**src/arpc_pkg.sv**
```systemverilog
`timescale 1ns / 1ps
package arpc_pkg;

  localparam int ENTRIES_DEF = 16;
  localparam int MAX_RESULTS = 16;
  localparam int CNT_W       = 5;   // holds 0..MAX_RESULTS

  // opcodes
  localparam logic [2:0] OP_RESOLVE = 3'd0;
  localparam logic [2:0] OP_REPLY   = 3'd1;
  localparam logic [2:0] OP_REQUEST = 3'd2;
  localparam logic [2:0] OP_TIMEOUT = 3'd3;
  localparam logic [2:0] OP_SERVICE = 3'd4;

  // actions
  localparam logic [3:0] ACT_NONE    = 4'd0;
  localparam logic [3:0] ACT_HIT     = 4'd1;
  localparam logic [3:0] ACT_QUEUED  = 4'd2;
  localparam logic [3:0] ACT_SEND    = 4'd3;
  localparam logic [3:0] ACT_NO_SLOT = 4'd4;
  localparam logic [3:0] ACT_CANCEL  = 4'd5;
  localparam logic [3:0] ACT_REPLY   = 4'd6;
  localparam logic [3:0] ACT_FLUSH   = 4'd7;
  localparam logic [3:0] ACT_FAILED  = 4'd8;
  localparam logic [3:0] ACT_DROPPED = 4'd9;

  // entry states
  localparam logic [2:0] ST_FREE  = 3'd0;
  localparam logic [2:0] ST_SENT  = 3'd1;
  localparam logic [2:0] ST_RETRY = 3'd2;
  localparam logic [2:0] ST_FLUSH = 3'd3;
  localparam logic [2:0] ST_VALID = 3'd4;

  // configuration register indexes
  localparam logic [1:0] REG_OWN_IP   = 2'd0;
  localparam logic [1:0] REG_MAX_ATT  = 2'd1;
  localparam logic [1:0] REG_LIFETIME = 2'd2;
  localparam logic [1:0] REG_CLEANUP  = 2'd3;

  typedef struct packed {
    logic [2:0]  opcode;
    logic [31:0] ip_addr;
    logic [47:0] mac_addr;
    logic [31:0] target_ip;
    logic [3:0]  entry_index;
    logic [31:0] now_ticks;
  } cmd_t;

  typedef struct packed {
    logic [3:0]  action;
    logic [3:0]  slot;
    logic [31:0] result_ip;
    logic [47:0] result_mac;
    logic        last;
  } rsp_t;

endpackage

```
**src/arpc_ram.sv**
```systemverilog
`timescale 1ns / 1ps
module arpc_ram #(
  parameter int WIDTH = 8,
  parameter int DEPTH = 16,
  localparam int AW = (DEPTH > 1) ? $clog2(DEPTH) : 1
) (
  input  logic             clk,
  input  logic             we,
  input  logic [AW-1:0]    waddr,
  input  logic [WIDTH-1:0] wdata,
  input  logic [AW-1:0]    raddr,
  output logic [WIDTH-1:0] rdata
);

  logic [WIDTH-1:0] mem [DEPTH];

  always_ff @(posedge clk) begin
    if (we) begin
      mem[waddr] <= wdata;
    end
    rdata <= mem[raddr];
  end

endmodule

```
**src/arp_cache_engine.sv**
```systemverilog
`timescale 1ns / 1ps
// Channel   Dir  Handshake            Payload
// cmd       in   cmd_valid/cmd_stall  cmd_t: opcode, addresses, index, ticks
// rsp       out  rsp_valid/rsp_stall  rsp_t: action, slot, ip, mac, last
// cfg       in   cfg_we               cfg_index selects register, cfg_data
//
// One item at a time. An item scans the table through the entry memories,
// one entry per cycle while the rsp channel does not hold it, with the read
// registered one entry ahead; a claimed slot adds a write step, and a service
// item may add an aging pass. Timeouts, dropped packets and unused opcodes skip the scan.
// Reset (rst, synchronous) frees every entry at once; no clearing pass.
// A stalled rsp channel holds the scan in place; results are never lost.
module arp_cache_engine
  import arpc_pkg::*;
#(
  parameter int ENTRIES = ENTRIES_DEF
) (
  input  logic        clk,
  input  logic        rst,
  input  logic        cmd_valid,
  output logic        cmd_stall,
  input  cmd_t        cmd,
  output logic        rsp_valid,
  input  logic        rsp_stall,
  output rsp_t        rsp,
  input  logic        cfg_we,
  input  logic [1:0]  cfg_index,
  input  logic [31:0] cfg_data
);

  localparam int IW = (ENTRIES > 1) ? $clog2(ENTRIES) : 1;
  localparam int CW = $clog2(ENTRIES + 1);
  localparam int XW = (IW > 4) ? IW + 1 : 5;

  typedef enum logic [4:0] {
    S_IDLE = 5'b00001,
    S_SCAN = 5'b00010,
    S_FIN  = 5'b00100,
    S_AGE  = 5'b01000,
    S_DONE = 5'b10000
  } fsm_t;

  // configuration
  logic [31:0] own_ip, lifetime_ticks, cleanup_interval, last_cleanup;
  logic [3:0]  max_attempts;

  fsm_t state, fsm_next;
  cmd_t cur;
  logic [2:0]    st [ENTRIES];
  logic [CW-1:0] cnt;
  logic [IW-1:0] p, fr, old, tgt;
  logic          p_valid, fr_found, old_found;
  logic [31:0]   min_t;
  logic [CNT_W-1:0] n;

  // result staging: pend holds the newest result until we know if it is last
  rsp_t pend, emit_d, fin_item;
  logic pend_valid, emit_req, hold, can_load;

  // memory ports
  logic [IW-1:0] rd_addr, wa;
  logic [31:0]   d_ip, d_lu;
  logic [47:0]   d_mac;
  logic [3:0]    d_att, att_wd;
  logic ip_we_r, mac_we_r, lu_we_r, att_we_r;
  logic st_we;
  logic [IW-1:0] st_wa;
  logic [2:0]    st_wd;
  logic set_fr, set_old, accept;
  logic [2:0]    s_cur;
  logic [XW-1:0] idx_x;
  logic [IW-1:0] tgt_sel;

  assign accept    = cmd_valid && !cmd_stall;
  assign cmd_stall = (state != S_IDLE);
  assign can_load  = !rsp_valid || !rsp_stall;
  assign hold      = emit_req && pend_valid && !can_load;
  assign s_cur     = st[p];
  assign idx_x     = XW'(cmd.entry_index);
  assign rd_addr   = hold ? p : cnt[IW-1:0];
  assign wa        = (state == S_FIN) ? tgt : p;
  assign tgt_sel   = fr_found ? fr : old;

  always_comb begin
    fin_item      = pend;
    fin_item.last = 1'b1;
    if (!pend_valid) begin
      fin_item = '{action: ACT_NONE, slot: 4'd0, result_ip: 32'd0,
                   result_mac: 48'd0, last: 1'b1};
    end
  end

  always_comb begin
    fsm_next = state;
    emit_req = 1'b0;
    emit_d   = '{action: ACT_NONE, slot: 4'(p), result_ip: cur.ip_addr,
                 result_mac: 48'd0, last: 1'b0};
    ip_we_r = 1'b0; mac_we_r = 1'b0; lu_we_r = 1'b0; att_we_r = 1'b0;
    att_wd  = (d_att == 4'hF) ? d_att : d_att + 4'd1;
    st_we = 1'b0; st_wa = p; st_wd = ST_FREE;
    set_fr = 1'b0; set_old = 1'b0;
    case (state)
      S_IDLE: begin
        if (accept) begin
          fsm_next = S_DONE;
          emit_d.slot      = 4'd0;
          emit_d.result_ip = cmd.ip_addr;
          case (cmd.opcode)
            OP_RESOLVE, OP_SERVICE: fsm_next = S_SCAN;
            OP_REPLY, OP_REQUEST: begin
              if (own_ip == 32'd0 || cmd.target_ip != own_ip) begin
                emit_req = 1'b1;
                emit_d.action = ACT_DROPPED;
              end else begin
                fsm_next = S_SCAN;
                if (cmd.opcode == OP_REQUEST) begin
                  emit_req = 1'b1;
                  emit_d.action     = ACT_REPLY;
                  emit_d.result_mac = cmd.mac_addr;
                end
              end
            end
            OP_TIMEOUT: begin
              if (idx_x < XW'(ENTRIES)) begin
                if (st[idx_x[IW-1:0]] == ST_SENT) begin
                  st_we = 1'b1; st_wa = idx_x[IW-1:0]; st_wd = ST_RETRY;
                end
              end
            end
            default: ;
          endcase
        end
      end
      S_SCAN: begin
        if (p_valid && !(cur.opcode == OP_SERVICE && n == CNT_W'(MAX_RESULTS))) begin
          case (cur.opcode)
            OP_RESOLVE: begin
              if (s_cur == ST_FREE) begin
                set_fr = !fr_found;
              end else if (s_cur inside {ST_SENT, ST_RETRY, ST_FLUSH}) begin
                if (d_ip == cur.ip_addr) begin
                  lu_we_r = 1'b1; emit_req = 1'b1;
                  emit_d.action = ACT_QUEUED; fsm_next = S_DONE;
                end
              end else if (s_cur == ST_VALID) begin
                set_old = !old_found || (d_lu < min_t);
                if (d_ip == cur.ip_addr) begin
                  lu_we_r = 1'b1; emit_req = 1'b1;
                  emit_d.action = ACT_HIT; emit_d.result_mac = d_mac;
                  fsm_next = S_DONE;
                end
              end
            end
            OP_REPLY: begin
              if ((s_cur inside {ST_SENT, ST_RETRY}) && d_ip == cur.ip_addr) begin
                mac_we_r = 1'b1; st_we = 1'b1; st_wd = ST_FLUSH;
                emit_req = 1'b1; emit_d.action = ACT_CANCEL;
                emit_d.result_mac = cur.mac_addr; fsm_next = S_DONE;
              end
            end
            OP_REQUEST: begin
              if (s_cur == ST_FREE) begin
                set_fr = !fr_found;
              end else if (d_ip == cur.ip_addr) begin
                fsm_next = S_DONE;
              end
            end
            default: begin
              emit_d.result_ip = d_ip;
              if (s_cur == ST_RETRY) begin
                att_we_r = 1'b1; st_we = 1'b1; emit_req = 1'b1;
                if (d_att < max_attempts) begin
                  st_wd = ST_SENT; emit_d.action = ACT_SEND;
                end else begin
                  st_wd = ST_FREE; emit_d.action = ACT_FAILED;
                end
              end else if (s_cur == ST_FLUSH) begin
                st_we = 1'b1; st_wd = ST_VALID; emit_req = 1'b1;
                emit_d.action = ACT_FLUSH; emit_d.result_mac = d_mac;
              end
            end
          endcase
        end else if (p_valid || cnt == CW'(ENTRIES)) begin
          // scan finished (or service result limit reached)
          fsm_next = S_DONE;
          case (cur.opcode)
            OP_RESOLVE: begin
              if (fr_found || old_found) begin
                fsm_next = S_FIN;
              end else begin
                emit_req = 1'b1; emit_d.action = ACT_NO_SLOT; emit_d.slot = 4'd0;
              end
            end
            OP_REQUEST: if (fr_found) fsm_next = S_FIN;
            OP_SERVICE: begin
              if (cur.now_ticks - last_cleanup >= cleanup_interval) fsm_next = S_AGE;
            end
            default: ;
          endcase
        end
      end
      S_FIN: begin
        fsm_next = S_DONE;
        st_we = 1'b1; st_wa = tgt;
        ip_we_r = 1'b1; lu_we_r = 1'b1;
        if (cur.opcode == OP_RESOLVE) begin
          st_wd = ST_SENT; att_we_r = 1'b1; att_wd = 4'd1;
          emit_req = 1'b1; emit_d.action = ACT_SEND; emit_d.slot = 4'(tgt);
        end else begin
          st_wd = ST_VALID; mac_we_r = 1'b1;
        end
      end
      S_AGE: begin
        if (p_valid) begin
          if (s_cur == ST_VALID && (cur.now_ticks - d_lu) > lifetime_ticks) begin
            st_we = 1'b1; st_wd = ST_FREE;
          end
        end else if (cnt == CW'(ENTRIES)) begin
          fsm_next = S_DONE;
        end
      end
      S_DONE: if (can_load) fsm_next = S_IDLE;
      default: fsm_next = S_IDLE;
    endcase
  end

  always_ff @(posedge clk) begin
    if (rst) begin
      state <= S_IDLE;
      own_ip <= 32'd0; max_attempts <= 4'd3;
      lifetime_ticks <= 32'd60000; cleanup_interval <= 32'd6000;
      last_cleanup <= 32'd0;
      for (int i = 0; i < ENTRIES; i++) st[i] <= ST_FREE;
      rsp_valid <= 1'b0; pend_valid <= 1'b0; p_valid <= 1'b0;
      cnt <= '0; n <= '0; fr_found <= 1'b0; old_found <= 1'b0;
    end else begin
      if (cfg_we) begin
        case (cfg_index)
          REG_OWN_IP:   own_ip <= cfg_data;
          REG_MAX_ATT:  max_attempts <= cfg_data[3:0];
          REG_LIFETIME: lifetime_ticks <= cfg_data;
          REG_CLEANUP:  cleanup_interval <= cfg_data;
          default: ;
        endcase
      end
      // drain the output register
      if (rsp_valid && !rsp_stall) rsp_valid <= 1'b0;
      if (!hold) begin
        state <= fsm_next;
        if (st_we) st[st_wa] <= st_wd;
        if (emit_req) begin
          if (pend_valid) begin
            rsp <= pend; rsp_valid <= 1'b1;
          end
          pend <= emit_d; pend_valid <= 1'b1;
          n <= n + CNT_W'(1);
        end
        if (set_fr) begin
          fr <= p; fr_found <= 1'b1;
        end
        if (set_old) begin
          old <= p; old_found <= 1'b1; min_t <= d_lu;
        end
        if (state == S_SCAN && fsm_next == S_FIN) tgt <= tgt_sel;
        if (accept) begin
          cur <= cmd; cnt <= '0; p_valid <= 1'b0; n <= '0;
          fr_found <= 1'b0; old_found <= 1'b0;
        end else if (state == S_SCAN && fsm_next == S_AGE) begin
          last_cleanup <= cur.now_ticks; cnt <= '0; p_valid <= 1'b0;
        end else if (state == S_SCAN || state == S_AGE) begin
          // advance the read pointer one entry ahead of evaluation
          if (cnt < CW'(ENTRIES)) begin
            p <= cnt[IW-1:0]; p_valid <= 1'b1; cnt <= cnt + CW'(1);
          end else begin
            p_valid <= 1'b0;
          end
        end
        if (state == S_DONE && can_load) begin
          rsp <= fin_item; rsp_valid <= 1'b1; pend_valid <= 1'b0;
        end
      end
    end
  end

  arpc_ram #(.WIDTH(32), .DEPTH(ENTRIES)) u_ip (
    .clk(clk), .we(ip_we_r && !hold), .waddr(wa), .wdata(cur.ip_addr),
    .raddr(rd_addr), .rdata(d_ip));
  arpc_ram #(.WIDTH(48), .DEPTH(ENTRIES)) u_mac (
    .clk(clk), .we(mac_we_r && !hold), .waddr(wa), .wdata(cur.mac_addr),
    .raddr(rd_addr), .rdata(d_mac));
  arpc_ram #(.WIDTH(32), .DEPTH(ENTRIES)) u_lu (
    .clk(clk), .we(lu_we_r && !hold), .waddr(wa), .wdata(cur.now_ticks),
    .raddr(rd_addr), .rdata(d_lu));
  arpc_ram #(.WIDTH(4), .DEPTH(ENTRIES)) u_att (
    .clk(clk), .we(att_we_r && !hold), .waddr(wa), .wdata(att_wd),
    .raddr(rd_addr), .rdata(d_att));

  a_accept_leaves_idle: assert property (@(posedge clk) disable iff (rst)
    accept |=> state != S_IDLE) else $error("item accepted but engine idle");
  a_idle_no_pend: assert property (@(posedge clk) disable iff (rst)
    state == S_IDLE |-> !pend_valid) else $error("staged result left over");
  a_result_limit: assert property (@(posedge clk) disable iff (rst)
    n <= CNT_W'(MAX_RESULTS)) else $error("result count overflow");
  a_done_last: assert property (@(posedge clk) disable iff (rst)
    (state == S_DONE && can_load) |=> rsp_valid && rsp.last && state == S_IDLE)
    else $error("final result not flagged last");

endmodule
```
**config.mk**
```make
export PLATFORM = sky130hd
export DESIGN_NAME = arp_cache_engine
export DESIGN_NICKNAME = d
export VERILOG_FILES = /design/src/arpc_pkg.sv /design/src/arpc_ram.sv /design/src/arp_cache_engine.sv
export SDC_FILE = /design/constraint.sdc
export NUM_CORES = 2
export LEC_CHECK = 0
export CAP_MARGIN = 25
export CELL_PAD_IN_SITES_DETAIL_PLACEMENT = 1
export CELL_PAD_IN_SITES_GLOBAL_PLACEMENT = 2
export CORE_MARGIN = 5
export CORE_UTILIZATION = 44
export CTS_CLUSTER_SIZE = 20
export DETAILED_ROUTE_END_ITERATION = 7
export DONT_BUFFER_PORTS = 1
export PLACE_DENSITY = 0.78
export REMOVE_ABC_BUFFERS = 1
export SYNTH_ARGS = -nofsm -noshare
export SYNTH_HDL_FRONTEND = slang
export SYNTH_HIERARCHICAL = 1
export SYNTH_SLANG_ARGS = --single-unit
export TNS_END_PERCENT = 50
```
**constraint.sdc**
```tcl
create_clock -name clk -period 9.2 [get_ports clk]
set_input_delay 0.92 -clock clk [delete_from_list [all_inputs] [get_ports clk]]
set_output_delay 0.92 -clock clk [all_outputs]
set_load 0.01 [all_outputs]
```
Word-level counts from Yosys, hierarchy flattened
Memories as Yosys holds them, arrays and structs flattened. A register that Yosys moved wholly into a read port is not among the register bits.
Cells that the tools add are included.
{"block": "word_totals", "n_memories": 5, "word_cells": 315, "register_bits": 492, "output_inout_bits": 91, "mem_bits_rw": 1904}
{"memory": "u_mac.mem", "words": 16, "width": 48, "rd": 1, "rd_clocked_by_memory_dff": 1, "write_ports": 1, "line_no": "arpc_ram.sv:15", "rtl": "logic [WIDTH-1:0] mem [DEPTH];"}
{"memory": "u_ip.mem", "words": 16, "width": 32, "rd": 1, "rd_clocked_by_memory_dff": 1, "write_ports": 1, "line_no": "arpc_ram.sv:15"}
{"memory": "u_lu.mem", "words": 16, "width": 32, "rd": 1, "rd_clocked_by_memory_dff": 1, "write_ports": 1, "line_no": "arpc_ram.sv:15"}
{"memory": "u_att.mem", "words": 16, "width": 4, "rd": 1, "rd_clocked_by_memory_dff": 1, "write_ports": 1, "line_no": "arpc_ram.sv:15"}
{"memory": "st", "words": 16, "width": 3, "rd": 2, "rd_clocked_by_memory_dff": 1, "write_ports": 16, "line_no": "arp_cache_engine.sv:49", "rtl": "logic [2:0] st [ENTRIES];"}
{"block": "op_classes", "add_sub_neg": 5, "reduce_logical": 66, "order_cmp": 6, "n_bitwise": 4, "muxes": 170, "n_eq_ne": 28}
{"operator": "two-way mux 48 bit", "count": 10}
{"operator": "two-way mux 89 bit", "count": 4}
{"operator": "one-hot mux 80 bit (2 select lines)", "count": 1}
{"operator": "one-hot mux 48 bit (3 select lines)", "count": 1}
{"operator": "two-way mux 5 bit", "count": 22}
{"operator": "two-way mux 88 bit", "count": 1}
{"operator": "two-way mux 4 bit", "count": 20}
{"operator": "two-way mux 80 bit", "count": 1}
{"operator": "two-way mux 1 bit", "count": 75}
{"operator": "subtractor 32 bit", "count": 2}
{"operator": "== test 32 bit", "count": 1}
{"operator": "greater-or-equal comparator 32 bit", "count": 1}
{"operator": "> comparator 32 bit", "count": 1}
{"operator": "zero test 32 bit", "count": 1}
{"operator": "less-than comparator 32 bit", "count": 1}
{"operator": "two-way mux 32 bit", "count": 1}
{"operator": "inequality test 32 bit", "count": 1}
{"operator": "one-hot mux 5 bit (3 select lines)", "count": 2}
{"operator": "one-hot mux 5 bit (5 select lines)", "count": 1}
{"operator": "two-way mux 3 bit", "count": 8}
{"operator": "one-hot mux 8 bit (3 select lines)", "count": 1}
{"operator": "two-way mux 7 bit", "count": 3}
{"operator": "AND reduction 3 bit", "count": 7}
{"operator": "AND reduction 2 bit", "count": 9}
{"operator": "other kinds (39)", "count": 104}

Logic depth before layout (Yosys ltp)
{"block": "depth", "word_depth": 15, "ltp_mapped": 26, "depth_no_buf": 25}

Modules after synthesis
Netlist, hierarchy kept.
{"mod": "arpc_ram (u_ip ...)", "cells_per_inst": 838, "area_each_um2": 19835.3, "n_inst": 2}
{"mod": "arpc_ram (u_mac)", "cells_per_inst": 1242, "area_each_um2": 29691.0, "n_inst": 1}
{"mod": "arp_cache_engine", "cells_per_inst": 2672, "area_each_um2": 27761.6, "n_inst": 1}
{"mod": "arpc_ram (u_att)", "cells_per_inst": 130, "area_each_um2": 2666.3, "n_inst": 1}

Least setup slack after synthesis
No wires, ideal clock.
{"block": "synth_path", "path_type": "register -> register", "startpoint": "register (tool-made name)", "endpoint": "register pend[10] in the netlist's numbering, enable pin", "period_less_slack_ps": 9142, "t_required_ps": 8558, "n_path_buf": 1, "arrival_time_ps": 8500, "slack_ps": 58, "path_stages_with_launch": 9, "setup_ps": 642, "cell_sequence": "dfxtp_1 > buf_4 > mux4_2 > a221o_1 > or4_1 > a41o_1 > o31ai_4 > nor2_1 > nor3_1"}
{"item": "end signal, assigned", "line_no": "arp_cache_engine.sv:255", "rtl": "pend <= emit_d; pend_valid <= 1'b1;"}
{"item": "end, declared", "line_no": "arp_cache_engine.sv:57", "rtl": "rsp_t pend, emit_d, fin_item;"}

Final worst setup path
{"block": "layout_path", "startpoint": "register cur[0] in the netlist's numbering", "endpoint": "register cnt[0]"}
{"block": "layout_between", "elab_chain_cells": 11, "elab_cells_between_ends": 14, "cone_classes": "1 x add/sub; 1 x order compare; 1 x eq/ne; 7 x mux; 4 x reduce/logical"}
{"item": "start, declared", "line_no": "arp_cache_engine.sv:48", "rtl": "cmd_t cur;"}
{"item": "start signal, assigned", "line_no": "arp_cache_engine.sv:266", "rtl": "cur <= cmd; cnt <= '0; p_valid <= 1'b0; n <= '0;"}
{"item": "subtractor 32 bit *", "line_no": "arp_cache_engine.sv:196", "rtl": "if (cur.now_ticks - last_cleanup >= cleanup_interval) fsm_next = S_AGE;"}
{"item": "greater-or-equal comparator 32 bit *", "line_no": "arp_cache_engine.sv:196"}
{"item": "two-way mux 5 bit *", "line_no": "arp_cache_engine.sv:196"}
{"item": "one-hot mux 5 bit (3 select lines) *", "line_no": "arp_cache_engine.sv:186", "rtl": "case (cur.opcode)"}
{"item": "two-way mux 5 bit *", "line_no": "arp_cache_engine.sv:183", "rtl": "end else if (p_valid || cnt == CW'(ENTRIES)) begin"}
{"item": "two-way mux 5 bit *", "line_no": "arp_cache_engine.sv:135", "rtl": "if (p_valid && !(cur.opcode == OP_SERVICE && n == CNT_W'(MAX_RESULTS))) begin"}
{"item": "one-hot mux 5 bit (5 select lines) *", "line_no": "arp_cache_engine.sv:102", "rtl": "case (state)"}
{"item": "== test 5 x 4 -> 1 bit *", "line_no": "arp_cache_engine.sv:268", "rtl": "end else if (state == S_SCAN && fsm_next == S_AGE) begin"}
{"item": "logical AND 1 bit *", "line_no": "arp_cache_engine.sv:268"}
{"item": "nonzero test 3 bit (no line) or two-way mux 5 bit (tied branches)"}
{"item": "AND reduction 3 bit (no line) or two-way mux 5 bit (tied branches)"}
{"item": "end signal, assigned", "line_no": "arp_cache_engine.sv:266"}
{"item": "end signal, assigned", "line_no": "arp_cache_engine.sv:269", "rtl": "last_cleanup <= cur.now_ticks; cnt <= '0; p_valid <= 1'b0;"}
{"item": "end signal, assigned", "line_no": "arp_cache_engine.sv:273", "rtl": "p <= cnt[IW-1:0]; p_valid <= 1'b1; cnt <= cnt + CW'(1);"}
{"item": "end, declared", "line_no": "arp_cache_engine.sv:50", "rtl": "logic [CW-1:0] cnt;"}
Mark *: on every way between the ends. The rest lies on a longest branch, timed or not.
A chain may end at the register's enable or synchronous reset.

==> results by group <==
Job
  • Max cap viols: 0

Pwr
  • Sw power: between 4 and 5 mW
  • Clk pwr share: between 40 and 50%
  • Combinational power share: ~2.2%
  • Pint: approximately 19 mW
  • Reg power frac: 52.8%
  • Total power draw: 23.9 mW
  • Power Density: between 200 and 250 mW/mm²
  • Switching Share: around a fifth
  • Pleak: about 36 nW
  • Worst vdd ir: 0.000201 V

Logic synthesis
  • Count leader, synth: edfxtp_1
  • Simple-Gate Fraction of Synth Area: 5.25%
  • Xor/xnor cell area share of the yosys netlist: under 10%
  • Compound-Gate Fraction of Synth Area: between 5 and 6%
  • Post-Synth Adder-Cell Area: about 2.1%
  • Commonest cells post-synth: edfxtp_1, nand2_1, mux4_2
  • Syn Std Cell Area: about 0.1 mm²
  • Distinct cell type count of the synthesized netlist: between 80 and 90
  • Post-synth ARST share: 0%
  • Main combinational cell family by area after synthesis: multiplexers
  • Sequential element share of the synthesized area: around 73%
  • Post-synthesis mux area share: approximately 11%
  • Number of flops mapped to enable cells by yosys: 2,244
  • Main synth FF type: edfxtp_1
  • Largest area contributor in the netlist: edfxtp_1
  • Synth Area per Inst: between 15 and 20 µm²
  • Synth top area share: between 60% and 70%
  • Synth top area cells: edfxtp_1, mux4_2, dfxtp_1, a22oi_1, nand2_1
  • Post-synthesis register bit count: roughly 2,500
  • Synth warn: 6
  • Cells after Synth: 5,720

Floorplanning
  • Die H: 486 µm
  • Die area: around 0.24 mm²
  • Initial Util: 44.3%
  • Die width: 486 µm
  • Placeable Area: 0.225 mm²
  • # rows: about 170
  • Io pins: 281

STA
  • Minimum clock period: between 7 and 8 ns
  • Fin crit share: 78.1%
  • Max_slew headroom: between 20% and 30%
  • Fin Hold WS: between 0.06 and 0.07 ns
  • Max Clock Skew: 0.126 ns
  • Final hold vios: 0
  • RSZ-0062 raised after global routing: false
  • Final Max Slew Viols: 0
  • Max Clk Rate: around 140 MHz
  • Worst setup margin: about 2 ns
  • Worst-Margin Slew: around 1.1 ns
  • Final setup viols: 0

Worst setup path
  • Worst EP required: ~10 ns
  • Worst reg-to-reg setup slack: 2.02 ns
  • Critical path capture point type: flop
  • Critical path fanouts, max: 35
  • R2R depth: 26
  • Worst setup SP type: flop
  • WS Path Type: flop to flop
  • Arr. time, crit path: roughly 8 ns

Placement
  • Inst Count DP: 8,584
  • Port Buffer Count: 0
  • GP Congestion: between 0.8 and 0.9
  • HPWL Detailed: about 150 mm
  • Pre-CTS WS: ~2.2 ns

Clock network
  • Inserted Clock Buffers: 281
  • Worst-path clk slew: roughly 0.06 ns
  • Hold Buf Count CTS: 7
  • Worst skew pair latency: between 0.9 and 1 ns
  • Clock buffer depth: 4
  • CTS HTree Levels: 5
  • Postcts setup bufs: 0
  • Post_cts resized: 0
  • Clk root buf: clkbuf_16
  • CTS tree: yes
  • # clock sinks: approximately 2,500

Hold path
  • Min-Delay Path Depth: 0
  • Hold WC Path Type: input port to flop

Routing
  • Iter 0 DRT Violations: ~4,600
  • Post-DRT Antenna Nets: 0
  • Met1 WL: between 100 and 150 mm
  • WL per Instance: 29.1 µm
  • Top Metal Used: met5
  • Met3 wire len: approximately 17 mm
  • First-pass DRT Iterations: 5
  • DR vias/cell: between 5 and 6
  • Routed wl met2: 132 mm
  • DR DRC count: 0
  • Via count: approximately 54,000
  • Total wire length: 265 mm

Cells and area
  • Fin cells: about 9,100
  • Final core utilization: between 50% and 60%
  • Area of the multi-input gates: 0.0256 mm²
  • Register area: ~0.073 mm²
  • Fillers: 20,810
  • Layout cells sized above 1: a little under a fifth
  • Layout Nets: 6,243
  • Synthesis-to-finish area growth: 13.3%

Status
  • Outcome: finished clean

Global route
  • First-pass GRT wire length: between 300 and 400 mm
  • Total Routing Usage GR: between 20% and 30%
  • Initial antenna violation count: 33
  • Pin count of the biggest net entering global routing: between 100 and 150
  • Gr ovfl total: 0
  • Number of global-route vias before repair: 57,105
==> area by class of cell <==
| type | instances | share of cell area [%] |
|---|---|---|
| Clock buffer | 366 | 6.73 |
| Multi-Input combinational cell | 2762 | 22.7 |
| Timing Repair Buffer | 145 | 1.22 |
| Inverter | 180 | 0.598 |
| Sequential cell | 2516 | 64.4 |
| Clock inverter | 121 | 0.989 |
| Antenna cell | 21 | 0.0465 |
| Tap cell | 2992 | 3.31 |
==> through the flow <==
step,cell area [µm²],TNS [ns]
6_report,113000,0
5_1_grt,113000,0
4_1_cts,113000,0
3_5_place_dp,104000,0
3_3_place_gp,104000,0
2_1_floorplan,98600,-6410.03
==> worst paths after layout <==
check,endpoint,startpoint
worst min-delay path,cur[139],cmd[139]
worst max register to register,cnt[0],cur[0]
worst max-delay path,cnt[0],cur[0]
worst min register to register,last_cleanup[17],last_cleanup[17]
==> worst max-delay path, cell delays in order (launching register included) <==
cell and delay, ns:
edfxtp_1 0.68, inv_1 0.14, ha_1 0.24, inv_1 0.08
fa_1 0.23, a211oi_1 0.11, o21ai_0 0.41, a211oi_1 0.14
a2111oi_0 0.77, a41oi_1 0.29, or3_1 0.49, a31oi_1 0.30
a211o_1 0.19, a21oi_1 0.09, xnor2_1 0.19, ha_1 0.28
nand2_1 0.07, nor2_1 0.04, a211oi_1 0.26, nor3b_1 0.45
o211ai_1 0.25, o211a_1 0.34, and3_1 0.20, buf_4 0.27
o31ai_1 0.34, mux2i_1 0.13, nor2_1 0.11
==> flip-flops by register name (all words and copies together) (netlist names), 5 cells and up, named ones only <==
name / count
cleanup_interval: 32
cnt: 5
cur: 115
last_cleanup: 32
lifetime_ticks: 32
min_t: 32
n: 5
own_ip: 32
pend: 88
rsp: 89
st: 48
state: 5
u_att/mem: 64
u_ip/mem: 512
u_ip/rdata: 32
u_lu/mem: 512
u_lu/rdata: 32
u_mac/mem: 768
u_mac/rdata: 48
==> placed cells by master (no fill, tap or decap), types with 109 or more instances in the layout <==
cell type,Yosys,routed
a21oi_1,207,204
dfxtp_1,272,272
clkbuf_16,0,287
inv_1,180,180
nor2b_1,115,109
nor2_1,194,150
nand2_1,567,567
buf_4,37,115
edfxtp_1,2244,2244
mux4_2,462,462
a22oi_1,316,316
ha_1,165,165
==> power groups by stage <==
stage / Clock, mW / Sequential (mW) / Combinational, mW
floorplan: 0 / 12.8 / 0.417
global placement: 0 / 12.9 / 0.518
detailed placement: 0 / 12.9 / 0.533
CTS: 11.0 / 12.6 / 0.540
global route: 11.5 / 12.6 / 0.589
finish: 10.7 / 12.6 / 0.532
==> cells by family after synthesis <==
family / count (synthesis)
flip-flops: 2516
XOR/XNOR: 126
buffers and inverters: 442
adder cells (fa/ha/maj): 168
AO/OA/AOI/OAI: 838
AND/OR/NAND/NOR: 1136
multiplexers: 494
==> layer usage <==
layer,GRT usage [%],vias to the layer above
met3,4.16,421
li1,-,22947
met2,37.2,1820
met5,0,-
met1,30.0,28686
met4,5.82,16
Note: power is estimated with default switching activity, not from simulation.
